==> src/sv/hnva_pkg.sv <==
// Shared types and constants for the held-note voice allocator.
`timescale 1ns / 1ps
package hnva_pkg;

   localparam logic [2:0] OP_NOTE_ON  = 3'd0;
   localparam logic [2:0] OP_NOTE_OFF = 3'd1;
   localparam logic [2:0] OP_SUSTAIN  = 3'd2;
   localparam logic [2:0] OP_ALL_OFF  = 3'd3;
   localparam logic [2:0] OP_FINISHED = 3'd4;
   localparam logic [2:0] OP_SWEEP    = 3'd5;

   localparam logic [1:0] ACT_START = 2'd0;
   localparam logic [1:0] ACT_GATE_OFF = 2'd1;
   localparam logic [1:0] ACT_NONE = 2'd2;

   localparam logic [1:0] MODE_POLY = 2'd0;
   localparam logic [1:0] MODE_MONO = 2'd1;
   localparam logic [1:0] MODE_UNISON = 2'd2;

   localparam logic [1:0] GLIDE_OFF = 2'd0;
   localparam logic [1:0] GLIDE_LEGATO = 2'd2;

   localparam logic [1:0] CSR_VOICE_MODE = 2'd0;
   localparam logic [1:0] CSR_GLIDE_MODE = 2'd1;
   localparam logic [1:0] CSR_MAX_VOICES = 2'd2;
   localparam logic [1:0] CSR_UNISON_COUNT = 2'd3;

   localparam int MAX_RESULTS = 17;

   // One classified event as it travels through the queue.
   typedef struct packed {
      logic [2:0] op;
      logic [6:0] note;
      logic [6:0] velocity;
      logic       pedal_down;
      logic [3:0] finished_voice;
   } event_type;

   // One result item.
   typedef struct packed {
      logic [1:0] action;
      logic [3:0] voice;
      logic [6:0] voice_note;
      logic [6:0] voice_velocity;
      logic       glide;
      logic [6:0] glide_from_note;
      logic       glide_from_valid;
      logic [2:0] unison_lane;
      logic [3:0] unison_size;
      logic       fresh_phrase;
      logic       last;
   } result_type;

endpackage

==> src/sv/hnva_queue.sv <==
// Short event queue between the front end and the voice engine.
`timescale 1ns / 1ps
module hnva_queue #(
   parameter int DEPTH = 2
) (
   input  logic                  clock,
   input  logic                  reset,
   input  logic                  push,
   input  hnva_pkg::event_type   push_data,
   output logic                  full,
   output logic                  not_empty,
   input  logic                  pop,
   output hnva_pkg::event_type   pop_data
);
   localparam int AW = (DEPTH > 1) ? $clog2(DEPTH) : 1;

   hnva_pkg::event_type   mem_ff [DEPTH];
   logic [AW-1:0]         wp_ff, wp_in, rp_ff, rp_in;
   logic [AW:0]           cnt_ff, cnt_in;

   assign full = (cnt_ff == (AW+1)'(DEPTH));
   assign not_empty = (cnt_ff != '0);
   assign pop_data = mem_ff[rp_ff];

   always_comb begin
      wp_in = wp_ff;
      rp_in = rp_ff;
      cnt_in = cnt_ff;
      if (push) begin
         wp_in = (wp_ff == AW'(DEPTH - 1)) ? '0 : wp_ff + 1'b1;
      end
      if (pop) begin
         rp_in = (rp_ff == AW'(DEPTH - 1)) ? '0 : rp_ff + 1'b1;
      end
      if (push && !pop) cnt_in = cnt_ff + 1'b1;
      else if (pop && !push) cnt_in = cnt_ff - 1'b1;
   end

   always_ff @(posedge clock) begin
      if (reset) begin
         wp_ff <= '0;
         rp_ff <= '0;
         cnt_ff <= '0;
      end else begin
         wp_ff <= wp_in;
         rp_ff <= rp_in;
         cnt_ff <= cnt_in;
      end
      if (push) mem_ff[wp_ff] <= push_data;
   end

   property p_no_overflow;
      @(posedge clock) disable iff (reset) full |-> !push || pop;
   endproperty
   a_no_overflow: assert property (p_no_overflow) else $error("queue overflow");

   property p_no_underflow;
      @(posedge clock) disable iff (reset) pop |-> not_empty;
   endproperty
   a_no_underflow: assert property (p_no_underflow) else $error("queue underflow");

   property p_count_step;
      @(posedge clock) disable iff (reset)
         (push && !pop) |=> cnt_ff == $past(cnt_ff) + 1'b1;
   endproperty
   a_count_step: assert property (p_count_step) else $error("queue count");
endmodule

==> src/sv/hnva_engine.sv <==
// Voice engine: held-note book, voice table and result sequencer.
`timescale 1ns / 1ps
module hnva_engine #(
   parameter int VOICES = 16,
   parameter int BOOK_DEPTH = 16,
   parameter int MAX_UNISON = 8
) (
   input  logic                  clock,
   input  logic                  reset,
   input  logic                  ev_valid,
   input  hnva_pkg::event_type   ev,
   output logic                  ev_pop,
   input  logic [1:0]            voice_mode,
   input  logic [1:0]            glide_mode,
   input  logic [4:0]            max_voices,
   input  logic [7:0]            unison_count,
   output logic                  res_valid,
   output hnva_pkg::result_type  res,
   input  logic                  res_stall
);
   localparam int VW = (VOICES > 1) ? $clog2(VOICES) : 1;
   localparam int BW = (BOOK_DEPTH > 1) ? $clog2(BOOK_DEPTH) : 1;
   localparam int VCW = $clog2(VOICES + 1);
   localparam int BCW = $clog2(BOOK_DEPTH + 1);
   localparam int RCW = $clog2(hnva_pkg::MAX_RESULTS + 1);

   localparam logic [3:0] ST_IDLE   = 4'd0;
   localparam logic [3:0] ST_BSRCH  = 4'd1;  // search book for note
   localparam logic [3:0] ST_BSHIFT = 4'd2;  // full-book drop-oldest shift
   localparam logic [3:0] ST_FREE   = 4'd3;  // poly free-voice / steal scan
   localparam logic [3:0] ST_START  = 4'd4;  // emit starts
   localparam logic [3:0] ST_VSCAN  = 4'd5;  // gate-off scan over voices
   localparam logic [3:0] ST_ORPH   = 4'd6;  // orphan test: book search for voice
   localparam logic [3:0] ST_FALL   = 4'd7;  // mono fallback start
   localparam logic [3:0] ST_NONE   = 4'd8;  // close out the item

   logic [3:0]  st_ff, st_in;
   hnva_pkg::event_type ev_ff, ev_in;

   logic        act_ff [VOICES];
   logic        gate_ff [VOICES];
   logic [6:0]  pitch_ff [VOICES];
   logic [31:0] age_ff [VOICES];
   logic [31:0] clk_ff;
   logic [6:0]  bnote_ff [BOOK_DEPTH];
   logic [6:0]  bvel_ff [BOOK_DEPTH];
   logic [BCW-1:0] bcnt_ff;
   logic [6:0]  prev_note_ff;
   logic        prev_valid_ff, sus_ff;

   logic [VCW-1:0] vi_ff, vi_in;     // voice scan index
   logic [BCW-1:0] bi_ff, bi_in;     // book scan index
   logic [BCW-1:0] bw_ff, bw_in;     // book write index
   logic        found_ff, found_in;
   logic        fresh_ff, fresh_in;
   logic [RCW-1:0] rc_ff, rc_in;
   logic [VCW-1:0] best_ff, best_in;
   logic [31:0] bstamp_ff, bstamp_in;
   logic        frel_ff, frel_in, have_ff, have_in;
   logic [VCW-1:0] nstart_ff, nstart_in;
   logic [3:0]  usize_ff, usize_in;
   logic        gl_ff, gl_in;

   hnva_pkg::result_type res_ff, res_in;
   logic        res_valid_ff, res_valid_in;
   // Gate-off held back one step so the final one can carry last.
   hnva_pkg::result_type pres_ff, pres_in;
   logic        pend_ff, pend_in;

   logic [VCW-1:0] mv;
   logic [3:0]     un;
   logic [VW-1:0]  vx, fin_v;
   logic [BW-1:0]  bx, bwx, btop;

   assign vx = vi_ff[VW-1:0];
   assign bx = bi_ff[BW-1:0];
   assign bwx = bw_ff[BW-1:0];
   assign btop = BW'(bcnt_ff - 1'b1);
   assign fin_v = VW'(ev.finished_voice);
   assign res_valid = res_valid_ff;
   assign res = res_ff;

   always_comb begin
      if (max_voices == 5'd0) mv = VCW'(1);
      else if ({27'd0, max_voices} > VOICES) mv = VCW'(VOICES);
      else mv = VCW'(max_voices);
      if (unison_count == 8'd0) un = 4'd1;
      else if ({24'd0, unison_count} > MAX_UNISON) un = 4'(MAX_UNISON);
      else un = unison_count[3:0];
      if ({28'd0, un} > 32'(mv)) un = 4'(mv);
   end

   // Voice-table and book update strobes driven by the sequencer.
   logic start_en, gate_clr_en, fin_en, book_wr_en, book_cnt_en;
   logic [VW-1:0] start_v, gate_v;
   logic [6:0]    start_note, book_wr_note, book_wr_vel;
   logic [BCW-1:0] book_cnt_val;
   logic [BW-1:0]  book_wr_idx;
   logic prev_en;
   logic [6:0] prev_val;
   logic sus_en;

   hnva_pkg::result_type r;

   always_comb begin
      st_in = st_ff; ev_in = ev_ff;
      vi_in = vi_ff; bi_in = bi_ff; bw_in = bw_ff; found_in = found_ff;
      fresh_in = fresh_ff; rc_in = rc_ff;
      best_in = best_ff; bstamp_in = bstamp_ff; frel_in = frel_ff; have_in = have_ff;
      nstart_in = nstart_ff; usize_in = usize_ff; gl_in = gl_ff;
      res_in = res_ff; res_valid_in = res_valid_ff;
      pres_in = pres_ff; pend_in = pend_ff;
      ev_pop = 1'b0;
      start_en = 1'b0; gate_clr_en = 1'b0; fin_en = 1'b0;
      book_wr_en = 1'b0; book_cnt_en = 1'b0;
      start_v = '0; gate_v = '0; start_note = '0;
      book_wr_note = '0; book_wr_vel = '0; book_cnt_val = bcnt_ff; book_wr_idx = '0;
      prev_en = 1'b0; prev_val = '0; sus_en = 1'b0;
      r = '0;
      r.unison_size = 4'd1;
      if (res_valid_ff && !res_stall) res_valid_in = 1'b0;

      unique case (st_ff)
         ST_IDLE: begin
            if (ev_valid) begin
               ev_pop = 1'b1;
               ev_in = ev;
               vi_in = '0; bi_in = '0; bw_in = '0; found_in = 1'b0;
               rc_in = '0; pend_in = 1'b0;
               fresh_in = 1'b1;
               for (int i = 0; i < VOICES; i++) if (act_ff[i]) fresh_in = 1'b0;
               unique case (ev.op)
                  hnva_pkg::OP_NOTE_ON, hnva_pkg::OP_NOTE_OFF: st_in = ST_BSRCH;
                  hnva_pkg::OP_SUSTAIN: begin
                     sus_en = 1'b1;
                     if (sus_ff && !ev.pedal_down) st_in = ST_ORPH;
                     else st_in = ST_NONE;
                  end
                  hnva_pkg::OP_ALL_OFF: begin
                     book_cnt_en = 1'b1; book_cnt_val = '0;
                     st_in = ST_VSCAN;
                  end
                  hnva_pkg::OP_FINISHED: begin
                     fin_en = ({28'd0, ev.finished_voice} < VOICES);
                     st_in = ST_NONE;
                  end
                  hnva_pkg::OP_SWEEP: st_in = ST_ORPH;
                  default: st_in = ST_NONE;
               endcase
            end
         end
         ST_BSRCH: begin
            // Note on: find duplicate, else append or shift. Note off: compact the book in place.
            if (ev_ff.op == hnva_pkg::OP_NOTE_ON) begin
               if (bi_ff < bcnt_ff && bnote_ff[bx] == ev_ff.note) begin
                  book_wr_en = 1'b1; book_wr_idx = bx;
                  book_wr_note = ev_ff.note; book_wr_vel = ev_ff.velocity;
                  st_in = ST_FREE;
               end else if (bi_ff < bcnt_ff) begin
                  bi_in = bi_ff + 1'b1;
               end else if (bcnt_ff < BCW'(BOOK_DEPTH)) begin
                  book_wr_en = 1'b1; book_wr_idx = BW'(bcnt_ff);
                  book_wr_note = ev_ff.note; book_wr_vel = ev_ff.velocity;
                  book_cnt_en = 1'b1; book_cnt_val = bcnt_ff + 1'b1;
                  st_in = ST_FREE;
               end else begin
                  bi_in = BCW'(1); st_in = ST_BSHIFT;
               end
            end else begin
               if (bi_ff < bcnt_ff) begin
                  if (bnote_ff[bx] != ev_ff.note) begin
                     book_wr_en = 1'b1; book_wr_idx = bwx;
                     book_wr_note = bnote_ff[bx]; book_wr_vel = bvel_ff[bx];
                     bw_in = bw_ff + 1'b1;
                  end
                  bi_in = bi_ff + 1'b1;
               end else begin
                  book_cnt_en = 1'b1; book_cnt_val = bw_ff;
                  vi_in = '0;
                  st_in = sus_ff ? ST_NONE : ST_VSCAN;
               end
            end
         end
         ST_BSHIFT: begin
            // Full book: drop oldest, shift down, append new key.
            if (bi_ff < BCW'(BOOK_DEPTH)) begin
               book_wr_en = 1'b1; book_wr_idx = BW'(bi_ff - 1'b1);
               book_wr_note = bnote_ff[bx]; book_wr_vel = bvel_ff[bx];
               bi_in = bi_ff + 1'b1;
            end else begin
               book_wr_en = 1'b1; book_wr_idx = BW'(BOOK_DEPTH - 1);
               book_wr_note = ev_ff.note; book_wr_vel = ev_ff.velocity;
               st_in = ST_FREE;
            end
         end
         ST_FREE: begin
            if (voice_mode == hnva_pkg::MODE_MONO) begin
               nstart_in = VCW'(1); usize_in = 4'd1; best_in = '0;
               gl_in = (bcnt_ff > BCW'(1));
               vi_in = '0; st_in = ST_START;
            end else if (voice_mode == hnva_pkg::MODE_UNISON) begin
               nstart_in = VCW'(un); usize_in = un; gl_in = prev_valid_ff;
               vi_in = '0; st_in = ST_START;
            end else begin
               if (vi_ff == '0 && !found_ff) begin
                  frel_in = 1'b0; have_in = 1'b0; best_in = '0;
                  bstamp_in = 32'hFFFF_FFFF;
               end
               gl_in = (glide_mode != hnva_pkg::GLIDE_OFF) && prev_valid_ff &&
                       (glide_mode != hnva_pkg::GLIDE_LEGATO || bcnt_ff > BCW'(1));
               nstart_in = VCW'(1); usize_in = 4'd1;
               found_in = 1'b1;
               if (vi_ff < mv) begin
                  if (!act_ff[vx]) begin
                     best_in = vi_ff; have_in = 1'b1; vi_in = '0;
                     st_in = ST_START; frel_in = 1'b1;
                     bstamp_in = '0; found_in = 1'b0;
                  end else begin
                     if (!gate_ff[vx] && !((vi_ff == '0) ? 1'b0 : frel_ff)) begin
                        frel_in = 1'b1; best_in = vi_ff; bstamp_in = age_ff[vx];
                        have_in = 1'b1;
                     end else if ((!gate_ff[vx]) == ((vi_ff == '0) ? 1'b0 : frel_ff)
                                  && age_ff[vx] < ((vi_ff == '0) ? 32'hFFFF_FFFF
                                                    : bstamp_ff)) begin
                        best_in = vi_ff; bstamp_in = age_ff[vx]; have_in = 1'b1;
                     end
                     vi_in = vi_ff + 1'b1;
                  end
               end else begin
                  if (!have_ff) best_in = '0;
                  vi_in = '0; found_in = 1'b0; st_in = ST_START;
               end
            end
         end
         ST_START: begin
            if (!res_valid_ff || !res_stall) begin
               start_en = 1'b1;
               start_v = (voice_mode == hnva_pkg::MODE_UNISON) ? vx : best_ff[VW-1:0];
               start_note = ev_ff.note;
               r.action = hnva_pkg::ACT_START;
               r.voice = 4'(start_v);
               r.voice_note = ev_ff.note;
               r.voice_velocity = ev_ff.velocity;
               r.glide = gl_ff;
               r.fresh_phrase = fresh_ff;
               if (voice_mode != hnva_pkg::MODE_MONO) begin
                  r.glide_from_valid = prev_valid_ff;
                  r.glide_from_note = prev_valid_ff ? prev_note_ff : 7'd0;
               end
               if (voice_mode == hnva_pkg::MODE_UNISON) r.unison_lane = 3'(vi_ff);
               r.unison_size = usize_ff;
               r.last = (vi_ff + 1'b1 >= nstart_ff);
               res_in = r; res_valid_in = 1'b1;
               if (vi_ff + 1'b1 >= nstart_ff) begin
                  prev_en = 1'b1; prev_val = ev_ff.note;
                  st_in = ST_IDLE;
               end
               vi_in = vi_ff + 1'b1;
            end
         end
         ST_VSCAN: begin
            // Gate off matching voices (note off) or every gated voice (all off).
            if (!res_valid_ff || !res_stall) begin
               if (vi_ff < VCW'(VOICES)) begin
                  if (gate_ff[vx] && (ev_ff.op == hnva_pkg::OP_ALL_OFF ||
                      (act_ff[vx] && pitch_ff[vx] == ev_ff.note))) begin
                     gate_clr_en = 1'b1; gate_v = vx;
                     if (rc_ff < RCW'(hnva_pkg::MAX_RESULTS)) begin
                        r.action = hnva_pkg::ACT_GATE_OFF; r.voice = 4'(vx);
                        r.voice_note = pitch_ff[vx];
                        // Release the previous gate-off, hold this one.
                        if (pend_ff) begin
                           res_in = pres_ff; res_valid_in = 1'b1;
                        end
                        pres_in = r; pend_in = 1'b1;
                        rc_in = rc_ff + 1'b1;
                     end
                  end
                  vi_in = vi_ff + 1'b1;
               end else if (ev_ff.op == hnva_pkg::OP_NOTE_OFF &&
                            voice_mode == hnva_pkg::MODE_MONO && bcnt_ff != '0) begin
                  st_in = ST_FALL;
               end else begin
                  st_in = ST_NONE;
               end
            end
         end
         ST_ORPH: begin
            // Per voice: search book for its pitch, one entry a cycle unless the result side stalls.
            if (!res_valid_ff || !res_stall) begin
               if (vi_ff >= VCW'(VOICES)) begin
                  st_in = ST_NONE;
               end else if (!(act_ff[vx] && gate_ff[vx])) begin
                  vi_in = vi_ff + 1'b1; bi_in = '0;
               end else if (bi_ff < bcnt_ff && bnote_ff[bx] == pitch_ff[vx]) begin
                  vi_in = vi_ff + 1'b1; bi_in = '0;
               end else if (bi_ff < bcnt_ff) begin
                  bi_in = bi_ff + 1'b1;
               end else begin
                  gate_clr_en = 1'b1; gate_v = vx;
                  if (rc_ff < RCW'(hnva_pkg::MAX_RESULTS)) begin
                     r.action = hnva_pkg::ACT_GATE_OFF; r.voice = 4'(vx);
                     r.voice_note = pitch_ff[vx];
                     if (pend_ff) begin
                        res_in = pres_ff; res_valid_in = 1'b1;
                     end
                     pres_in = r; pend_in = 1'b1;
                     rc_in = rc_ff + 1'b1;
                  end
                  vi_in = vi_ff + 1'b1; bi_in = '0;
               end
            end
         end
         ST_FALL: begin
            // Flush the held gate-off first, then start the newest held key.
            if (!res_valid_ff || !res_stall) begin
               if (pend_ff && rc_ff < RCW'(hnva_pkg::MAX_RESULTS)) begin
                  res_in = pres_ff; res_valid_in = 1'b1; pend_in = 1'b0;
               end else begin
                  start_en = 1'b1; start_v = '0; start_note = bnote_ff[btop];
                  prev_en = 1'b1; prev_val = bnote_ff[btop];
                  if (pend_ff) begin
                     res_in = pres_ff; res_in.last = 1'b1;
                  end else begin
                     r.action = hnva_pkg::ACT_START; r.voice = '0;
                     r.voice_note = bnote_ff[btop]; r.voice_velocity = bvel_ff[btop];
                     r.glide = 1'b1; r.last = 1'b1;
                     res_in = r;
                  end
                  res_valid_in = 1'b1; pend_in = 1'b0;
                  st_in = ST_IDLE;
               end
            end
         end
         ST_NONE: begin
            // Close the item: mark last on the held gate-off, or emit "nothing".
            if (!res_valid_ff || !res_stall) begin
               if (pend_ff) begin
                  res_in = pres_ff; res_in.last = 1'b1;
               end else begin
                  r.action = hnva_pkg::ACT_NONE; r.last = 1'b1;
                  res_in = r;
               end
               res_valid_in = 1'b1; pend_in = 1'b0;
               st_in = ST_IDLE;
            end
         end
         default: st_in = ST_IDLE;
      endcase
   end

   always_ff @(posedge clock) begin
      if (reset) begin
         st_ff <= ST_IDLE;
         res_valid_ff <= 1'b0; pend_ff <= 1'b0;
         clk_ff <= '0; bcnt_ff <= '0;
         prev_note_ff <= '0; prev_valid_ff <= 1'b0; sus_ff <= 1'b0;
         for (int i = 0; i < VOICES; i++) begin
            act_ff[i] <= 1'b0; gate_ff[i] <= 1'b0;
            pitch_ff[i] <= '0; age_ff[i] <= '0;
         end
      end else begin
         st_ff <= st_in;
         res_valid_ff <= res_valid_in; pend_ff <= pend_in;
         if (start_en) begin
            act_ff[start_v] <= 1'b1; gate_ff[start_v] <= 1'b1;
            pitch_ff[start_v] <= start_note;
            age_ff[start_v] <= clk_ff + 1'b1;
            clk_ff <= clk_ff + 1'b1;
         end
         if (gate_clr_en) gate_ff[gate_v] <= 1'b0;
         if (fin_en) begin
            act_ff[fin_v] <= 1'b0;
            gate_ff[fin_v] <= 1'b0;
         end
         if (book_cnt_en) bcnt_ff <= book_cnt_val;
         if (prev_en) begin
            prev_note_ff <= prev_val; prev_valid_ff <= 1'b1;
         end
         if (sus_en) sus_ff <= ev.pedal_down;
      end
      if (book_wr_en) begin
         bnote_ff[book_wr_idx] <= book_wr_note;
         bvel_ff[book_wr_idx] <= book_wr_vel;
      end
      ev_ff <= ev_in; vi_ff <= vi_in; bi_ff <= bi_in; bw_ff <= bw_in;
      found_ff <= found_in; fresh_ff <= fresh_in;
      rc_ff <= rc_in; best_ff <= best_in; bstamp_ff <= bstamp_in;
      frel_ff <= frel_in; have_ff <= have_in; nstart_ff <= nstart_in;
      usize_ff <= usize_in; gl_ff <= gl_in; res_ff <= res_in; pres_ff <= pres_in;
   end

   property p_start_stamps;
      @(posedge clock) disable iff (reset) start_en |=> clk_ff == $past(clk_ff) + 1'b1;
   endproperty
   a_start_stamps: assert property (p_start_stamps) else $error("age clock");

   property p_book_bound;
      @(posedge clock) disable iff (reset) 1'b1 |-> bcnt_ff <= BCW'(BOOK_DEPTH);
   endproperty
   a_book_bound: assert property (p_book_bound) else $error("book count");

   property p_pop_idle;
      @(posedge clock) disable iff (reset) ev_pop |-> st_ff == ST_IDLE;
   endproperty
   a_pop_idle: assert property (p_pop_idle) else $error("pop outside idle");
endmodule

==> src/sv/held_note_voice_allocator.sv <==
// Top level of the held-note voice allocator: front end, queue, voice engine.
// Order: the engine pops an item from the queue while idle. A note on goes through book
// search (or the drop-oldest shift when the book is full) and the free/steal scan before
// its starts; a note off compacts the book and scans the voices unless sustain is down;
// all off empties the book and scans the voices; a sweep searches the book per voice.
// The engine takes one item at a time; the queue holds two more, then stalls requests.
// Stalls on the result side hold the engine. Reset: synchronous, clears voices, book
// count, age clock, sequencer state and the configuration registers.
`timescale 1ns / 1ps
module held_note_voice_allocator #(
   parameter int VOICES = 16,
   parameter int BOOK_DEPTH = 16,
   parameter int MAX_UNISON = 8
) (
   input  logic       clock,
   input  logic       reset,
   input  logic       req_valid,
   output logic       req_stall,
   input  logic [2:0] req_op,
   input  logic [6:0] req_note,
   input  logic [6:0] req_velocity,
   input  logic       req_pedal_down,
   input  logic [3:0] req_finished_voice,
   output logic       rsp_valid,
   input  logic       rsp_stall,
   output logic [1:0] rsp_action,
   output logic [3:0] rsp_voice,
   output logic [6:0] rsp_voice_note,
   output logic [6:0] rsp_voice_velocity,
   output logic       rsp_glide,
   output logic [6:0] rsp_glide_from_note,
   output logic       rsp_glide_from_valid,
   output logic [2:0] rsp_unison_lane,
   output logic [3:0] rsp_unison_size,
   output logic       rsp_fresh_phrase,
   output logic       rsp_last,
   input  logic       csr_valid,
   output logic       csr_ready,
   input  logic [1:0] csr_index,
   input  logic [7:0] csr_data
);
   // Configuration registers: always writable.
   logic [1:0] voice_mode_ff, glide_mode_ff;
   logic [4:0] max_voices_ff;
   logic [7:0] unison_count_ff;

   assign csr_ready = 1'b1;

   always_ff @(posedge clock) begin
      if (reset) begin
         voice_mode_ff <= hnva_pkg::MODE_POLY;
         glide_mode_ff <= hnva_pkg::GLIDE_OFF;
         max_voices_ff <= 5'd16;
         unison_count_ff <= 8'd1;
      end else if (csr_valid) begin
         unique case (csr_index)
            hnva_pkg::CSR_VOICE_MODE:   voice_mode_ff <= csr_data[1:0];
            hnva_pkg::CSR_GLIDE_MODE:   glide_mode_ff <= csr_data[1:0];
            hnva_pkg::CSR_MAX_VOICES:   max_voices_ff <= csr_data[4:0];
            hnva_pkg::CSR_UNISON_COUNT: unison_count_ff <= csr_data;
            default: ;
         endcase
      end
   end

   // Front end: pack the item and push it into the queue.
   hnva_pkg::event_type req_ev, q_ev;
   logic q_full, q_ne, q_pop;
   hnva_pkg::result_type res;

   assign req_ev = '{op: req_op, note: req_note, velocity: req_velocity,
                     pedal_down: req_pedal_down, finished_voice: req_finished_voice};
   assign req_stall = q_full;

   hnva_queue #(.DEPTH(2)) u_queue (
      .clock(clock), .reset(reset),
      .push(req_valid && !q_full), .push_data(req_ev), .full(q_full),
      .not_empty(q_ne), .pop(q_pop), .pop_data(q_ev)
   );

   hnva_engine #(.VOICES(VOICES), .BOOK_DEPTH(BOOK_DEPTH), .MAX_UNISON(MAX_UNISON)) u_engine (
      .clock(clock), .reset(reset),
      .ev_valid(q_ne), .ev(q_ev), .ev_pop(q_pop),
      .voice_mode(voice_mode_ff), .glide_mode(glide_mode_ff),
      .max_voices(max_voices_ff), .unison_count(unison_count_ff),
      .res_valid(rsp_valid), .res(res), .res_stall(rsp_stall)
   );

   assign rsp_action = res.action;
   assign rsp_voice = res.voice;
   assign rsp_voice_note = res.voice_note;
   assign rsp_voice_velocity = res.voice_velocity;
   assign rsp_glide = res.glide;
   assign rsp_glide_from_note = res.glide_from_note;
   assign rsp_glide_from_valid = res.glide_from_valid;
   assign rsp_unison_lane = res.unison_lane;
   assign rsp_unison_size = res.unison_size;
   assign rsp_fresh_phrase = res.fresh_phrase;
   assign rsp_last = res.last;

   property p_stall_full;
      @(posedge clock) disable iff (reset) req_stall |-> q_full;
   endproperty
   a_stall_full: assert property (p_stall_full) else $error("stall without full");

   property p_csr_mode;
      @(posedge clock) disable iff (reset)
         (csr_valid && csr_index == hnva_pkg::CSR_VOICE_MODE) |=>
            voice_mode_ff == $past(csr_data[1:0]);
   endproperty
   a_csr_mode: assert property (p_csr_mode) else $error("voice mode write");

   property p_size_nonzero;
      @(posedge clock) disable iff (reset) rsp_valid |-> rsp_unison_size != 4'd0;
   endproperty
   a_size_nonzero: assert property (p_size_nonzero) else $error("zero unison size");
endmodule
==> config.mk <==
export PLATFORM = sky130hd
export DESIGN_NAME = held_note_voice_allocator
export DESIGN_NICKNAME = d
export VERILOG_FILES = /design/src/sv/hnva_pkg.sv /design/src/sv/hnva_queue.sv /design/src/sv/hnva_engine.sv /design/src/sv/held_note_voice_allocator.sv
export SDC_FILE = /design/constraint.sdc
export NUM_CORES = 2
export LEC_CHECK = 0
export BUFFER_PORTS_ARGS = -buffer_cell sky130_fd_sc_hd__buf_2
export CAP_MARGIN = 0
export CELL_PAD_IN_SITES_DETAIL_PLACEMENT = 0
export CELL_PAD_IN_SITES_GLOBAL_PLACEMENT = 1
export CORE_ASPECT_RATIO = 2
export CORE_UTILIZATION = 27
export CTS_CLUSTER_SIZE = 25
export DETAILED_ROUTE_END_ITERATION = 12
export MAX_ROUTING_LAYER = met4
export PLACE_DENSITY = 0.49
export SLEW_MARGIN = 20
export SYNTH_ARGS = -nofsm -noshare
export SYNTH_HDL_FRONTEND = slang
export SYNTH_SLANG_ARGS = --single-unit
export TNS_END_PERCENT = 100
==> constraint.sdc <==
create_clock -name clock -period 6.25 [get_ports clock]
set_input_delay 1.25 -clock clock [delete_from_list [all_inputs] [get_ports clock]]
set_output_delay 1.25 -clock clock [all_outputs]
set_load 0.005 [all_outputs]
* Word level (Yosys, flattened, before mapping)
Memory sizes are Yosys's and may differ from the RTL's. A register that Yosys moved wholly into a read port is not among the register bits.
Cells that the tools add are included.
** Storage, ports and cells
- Register bits :: 233
- Memory bits (writable) :: 924
- Bits of input ports :: 37
- Output and inout bits :: 41
- Memories kept :: 7
** Memory list
- u_engine.age_ff :: depth 16, bits a word 32, rd ports 1, clocked after memory_dff 1, write ports 16, RTL line hnva_engine.sv:43 : logic [31:0] age_ff [VOICES];
- u_engine.bnote_ff :: depth 16, bits a word 7, rd ports 2, clocked after memory_dff 1, write ports 1, RTL line hnva_engine.sv:45 : logic [6:0] bnote_ff [BOOK_DEPTH];
- u_engine.bvel_ff :: depth 16, bits a word 7, rd ports 2, clocked after memory_dff 1, write ports 1, RTL line hnva_engine.sv:46 : logic [6:0] bvel_ff [BOOK_DEPTH];
- u_engine.pitch_ff :: depth 16, bits a word 7, rd ports 1, clocked after memory_dff 1, write ports 16, RTL line hnva_engine.sv:42 : logic [6:0] pitch_ff [VOICES];
- u_queue.mem_ff :: depth 2, bits a word 22, rd ports 1, clocked after memory_dff 1, write ports 1, RTL line hnva_queue.sv:17 : hnva_pkg::event_type mem_ff [DEPTH];
- u_engine.act_ff :: depth 16, bits a word 1, rd ports 17, clocked after memory_dff 1, write ports 16, RTL line hnva_engine.sv:40 : logic act_ff [VOICES];
- +1 memories
** Cells by class
- $add $sub $neg :: 12
- Magnitude comparators :: 13
- Equal/unequal tests :: 63
- Muxes and demuxes :: 293
- Bitwise operators :: 2
- Reductions and logical operators :: 78
** Operator list (count)
- $mux W38 :: 25
- $mux W5 :: 54
- $mux W32 :: 7
- $mux W4 :: 56
- $pmux W38 S5 :: 1
- $mux W7 :: 21
- $mux W1 :: 103
- $pmux W38 S2 :: 1
- $pmux W7 S2 :: 4
- $pmux W4 S9 :: 1
- $ne A2 B1 Y1 const B :: 17
- $add A32 B1 Y32 const B :: 1
- $lt A32 B32 Y1 :: 1
- $reduce_or A32 Y1 :: 1
- $pmux W5 S6 :: 1
- $add A5 B1 Y5 const B :: 5
- $ne A2 B2 Y1 const B :: 12
- $eq A7 B7 Y1 :: 3
- $lt A5 B5 Y1 const B :: 4
- $pmux W5 S2 :: 2
- $pmux W5 S4 :: 1
- $reduce_and A10 Y1 :: 2
- $logic_and A1 B1 Y1 :: 18
- $eq A4 B3 Y1 const B :: 4
- 63 further kinds :: 116

* Longest topological paths before layout
- Word-level depth :: 14
- Gate-level depth with buffers :: 19
- Gate-level depth less buffers :: 14

* By module
A second synthesis with hierarchy kept.
** Unflattened totals
- Cells, all modules :: 3697
- Area total of the unflattened synthesis :: 52542.9 µm²
** Modules (own cells, without submodules)
- hnva_engine :: times used 1, cells each 3535, area each 50001.7 µm², seq. area each 31560.3 µm²
- hnva_queue :: times used 1, cells each 90, area each 1789.2 µm², seq. area each 1421.4 µm²
- held_note_voice_allocator :: times used 1, cells each 72, area each 752.0 µm², seq. area each 340.3 µm²

* Worst setup path before layout
Ideal clock, no wire load.
- Kind :: register to register
- Start point :: reg (tool-made name)
- End point :: reg u_engine.bstamp_ff[10] (data pin)
- Library setup time :: 258 ps
- Data arrival time :: 5085 ps
- Required time :: 5992 ps
- Slack :: 907 ps
- Cell stages (with the launch flop) :: 19
- Buffers on the path :: 6
- Path through :: dfxtp_1 buf_4 buf_6 clkbuf_1 buf_1 buf_1 mux4_2 mux4_2 ha_1 a21o_1 a21o_1 a21o_1 a21o_1 a21o_1 a211oi_1 a21boi_0 a21oi_2 buf_2 o2bb2ai_1
** RTL lines
- to (signal assigned) :: RTL line hnva_engine.sv:388 : rc_ff <= rc_in; best_ff <= best_in; bstamp_ff <= bstamp_in;
- to (decl) :: RTL line hnva_engine.sv:58 : logic [31:0] bstamp_ff, bstamp_in;

==> results.sh <==
export IMPL_vdd_drop_max_uv=285
export IMPL_h_tree_depth=3
export IMPL_cts_tree="yes"
export IMPL_post_route_min_period_ns=5.09
export IMPL_remaining_drc_errors=0
export IMPL_critPathKind="flop to flop"
export IMPL_die_w_um=315
export IMPL_port_buffers=76
export IMPL_cts_buffers=106
export IMPL_outcome="finished clean"
export IMPL_first_global_vias=34800
export IMPL_required_ns=6.83
export IMPL_synth_nets=3847
export IMPL_holdBufCountCts=0
export IMPL_hold_viol_final=0
export IMPL_wl_um=196000
export IMPL_crit_arrival_ns=5.67
export IMPL_drt_iter0_drc=2505
export IMPL_rsz0062_at_grt="no"
export IMPL_postPlaceCellArea_um2=57200
export IMPL_final_area_um2=60800
export IMPL_clk_pin_slew_ns=0.07
export IMPL_start_util=0.272
export IMPL_pin_count=78
export IMPL_gp_congestion=0.852
export IMPL_hp_class="flop to flop"
export IMPL_core_area_um2=194000
export IMPL_max_slew_margin=0.233
export IMPL_dieHeight_um=627
export IMPL_drive_above_1_share=0.218
export IMPL_tns_ns=0
export IMPL_clock_sinks=1137
export IMPL_synth_edf_count=1055
export IMPL_drv_cap=0
export IMPL_postLayoutCoreUtil=0.313
export IMPL_ys_flop_type="edfxtp_1"
export IMPL_antenna_left=0
export IMPL_wl_per_cell_um=30.4
export IMPL_firstDrtPassIters=6
export IMPL_vias=32800
export IMPL_fmax_ghz=0.196
export IMPL_postSynth_asyncResetShare=0
export IMPL_timing_rr_end="u_engine.bstamp_ff[17]"
export IMPL_hold_start="unison_count_ff[7]"
export IMPL_antenna_found_initial=12
export IMPL_cts_resized=0
export IMPL_path_max_fanout=33
export IMPL_yosysSeqAreaShare=0.632
export IMPL_syn_area_um2=52700
export IMPL_post_cts_buffers=0
export IMPL_hold_depth=2
export IMPL_grt_pass1_wl_um=273000
export IMPL_min_to="unison_count_ff[7]"
export IMPL_tightest_slew_ns=1.14
export IMPL_num_rows=229
export IMPL_slowest_delay_ns=0.54
export IMPL_crit_top_cell="a21o_1"
export IMPL_path_cells="buf_12, buf_4, mux4_2, mux4_2, ha_1, a21o_1, a21o_1, a21o_1, a21o_1, a21o_1, a211oi_1, buf_4, a21boi_0, o31ai_4, buf_12, o2bb2ai_1"
export IMPL_end_kind="flop"
export IMPL_die_area_um2=197000
export IMPL_clk_latency_ns=0.73
export IMPL_cts_root_buf="clkbuf_16"
export IMPL_grt_max_degree=60
export IMPL_syn_to_final_growth_pct=15.3
export IMPL_grt_remaining_overflow=0
export IMPL_gr_usage_all_layers=0.204
export IMPL_crit_path_start_kind="flop"
export IMPL_slowest_stage="mux4_2"
export IMPL_skew_ns=0.0369
export IMPL_cts_buffer_depth=3
export IMPL_hpwl_um=129000
export IMPL_setup_viol=0
export IMPL_rrSetupSlack_ns=1.16
export IMPL_vias_per_cell=5.08
export IMPL_ys_types=88
export IMPL_cellLeakagePower_nw=19.7
export IMPL_final_nets=3929
export IMPL_ys_warn_count=0
export IMPL_synth_seq_cells=1137
export IMPL_period_share=0.814
export IMPL_synth_area_per_cell_um2=14.1
export IMPL_synthCells=3748
export IMPL_slew_violations=0
export IMPL_power_density_nw_per_um2=423
export IMPL_r2r_cells=16
[Yosys cell counts (38+ instances only)]
| cell type | n | area share |
|---|---|---|
| o21ai_0 | 82 | 0.0078 |
| mux2i_1 | 113 | 0.021 |
| nor2_1 | 848 | 0.060 |
| mux4_2 | 303 | 0.13 |
| clkbuf_1 | 203 | 0.014 |
| xor2_1 | 44 | 0.0073 |
| edfxtp_1 | 1055 | 0.60 |
| nand2_1 | 185 | 0.013 |
| nand3_1 | 41 | 0.0039 |
| a21oi_1 | 79 | 0.0075 |
| xnor2_1 | 38 | 0.0063 |
| inv_1 | 68 | 0.0048 |
| ha_1 | 62 | 0.015 |
| dfxtp_1 | 82 | 0.031 |
[how the worst max path moves through the flow]
| stage | startpoint | endpoint | slack (ns) | cells after the start |
|---|---|---|---|---|
| 6_report | flop | u_engine.bstamp_ff[17] | 1.16 | 16 |
| 5_1_grt | flop | u_engine.bstamp_ff[17] | 0.89 | 16 |
| 4_1_cts | flop | u_engine.bstamp_ff[17] | 1.03 | 14 |
| 3_5_place_dp | flop | u_engine.bstamp_ff[22] | 1.05 | 14 |
| 3_3_place_gp | flop | u_engine.bstamp_ff[3] | 1.14 | 16 |
| 2_1_floorplan | flop | u_engine.bstamp_ff[10] | 0.91 | 18 |
[through the flow]
stage                     power [mW]  hold WS [ns]  setup WS, ns  cells
after floorplan                 15.3         0.427         0.907   3748
after global placement          19.0         0.446          1.14   6263
after detailed placement        19.0         0.450          1.05   6263
after CTS                       26.0         0.460          1.03   6459
after global routing            26.7         0.486         0.891   6461
final                           25.7         0.457          1.16   6461
[metal layers]
| layer | track usage | wire length, µm | part of all wire |
|---|---|---|---|
| met3 | 0.0171 | 6220 | 0.032 |
| met5 | - | 0 | 0 |
| met1 | 0.202 | 67100 | 0.34 |
| met4 | 0.0955 | 10300 | 0.052 |
| met2 | 0.397 | 113000 | 0.57 |
[cells by family (layout without fill, tap and decap cells)]
kind of cell             after synthesis  after routing  share of synthesized area
AND/OR/NAND/NOR                     1277           1277                      0.103
AO/OA/AOI/OAI                        398            398                     0.0524
multiplexers                         448            448                      0.158
XOR/XNOR                              82             82                     0.0136
adder cells (fa/ha/maj)               62             62                     0.0147
other                                  1              3                  0.0000711
flip-flops                          1137           1137                      0.632
buffers and inverters                343            513                     0.0266
[power by group]
part	leakage, nW	internal [mW]	switching [mW]
clock network	1.74	3.88	3.12
registers	11.0	9.35	0.754
logic	6.95	3.32	5.30
[placed cells by master (no fill, tap or decap), types with 20 or more instances in the layout]
| cell type | synthesis | routed |
|---|---|---|
| inv_1 | 68 | 67 |
| a22oi_1 | 32 | 32 |
| clkinv_1 | 0 | 20 |
| buf_4 | 10 | 152 |
| mux2_2 | 31 | 31 |
| o2bb2ai_1 | 35 | 35 |
| dfxtp_1 | 82 | 74 |
| o21ai_0 | 82 | 82 |
| xor2_1 | 44 | 39 |
| edfxtp_1 | 1055 | 1055 |
| ha_1 | 62 | 61 |
| nor2_1 | 848 | 834 |
| mux2i_1 | 113 | 113 |
| mux4_2 | 303 | 303 |
| and3_1 | 21 | 20 |
| nand2_1 | 185 | 153 |
| clkbuf_16 | 0 | 108 |
| buf_2 | 21 | 75 |
| nor3_1 | 37 | 33 |
| nand3_1 | 41 | 41 |
| xnor2_1 | 38 | 32 |
| a21o_1 | 27 | 27 |
| buf_12 | 0 | 21 |
| a21oi_1 | 79 | 77 |
[worst max-delay path: cells and delay by family, from the launching register on]
kind | cells | cell delay, ns
adder cells (fa/ha/maj) | 1 | 0.33
flip-flops | 1 | 0.48
AO/OA/AOI/OAI | 9 | 2.05
multiplexers | 2 | 1.02
buffers and inverters | 4 | 0.97
[sequential cells by signal, summed over array words and instances (netlist names), 5 cells and up, named ones only]
| name | count |
|---|---|
| u_engine.bstamp_ff | 32 |
| u_engine.bw_ff | 5 |
| u_engine.bnote_ff | 112 |
| u_engine.res | 38 |
| u_engine.bi_ff | 5 |
| u_engine.vi_ff | 5 |
| u_engine.act_ff | 16 |
| unison_count_ff | 8 |
| u_engine.prev_note_ff | 7 |
| u_engine.ev_ff | 17 |
| u_engine.pres_ff | 11 |
| u_engine.rc_ff | 5 |
| u_engine.age_ff | 512 |
| u_engine.bcnt_ff | 5 |
| max_voices_ff | 5 |
| u_engine.clk_ff | 32 |
| u_queue.mem_ff | 44 |
| u_engine.pitch_ff | 112 |
| u_engine.gate_ff | 16 |
| u_engine.bvel_ff | 112 |
[final cells by class]
class,count,area [µm²]
diodes,2,5.00
clock buffers,125,2770
clock inverters,71,851
fillers,19400,133000
inverters,69,259
multi-input cells,2268,18500
flip-flops and latches,1137,33300
well taps,2541,3180
repair buffers,248,1940
No activity file was read; power rests on OpenSTA's default activity.
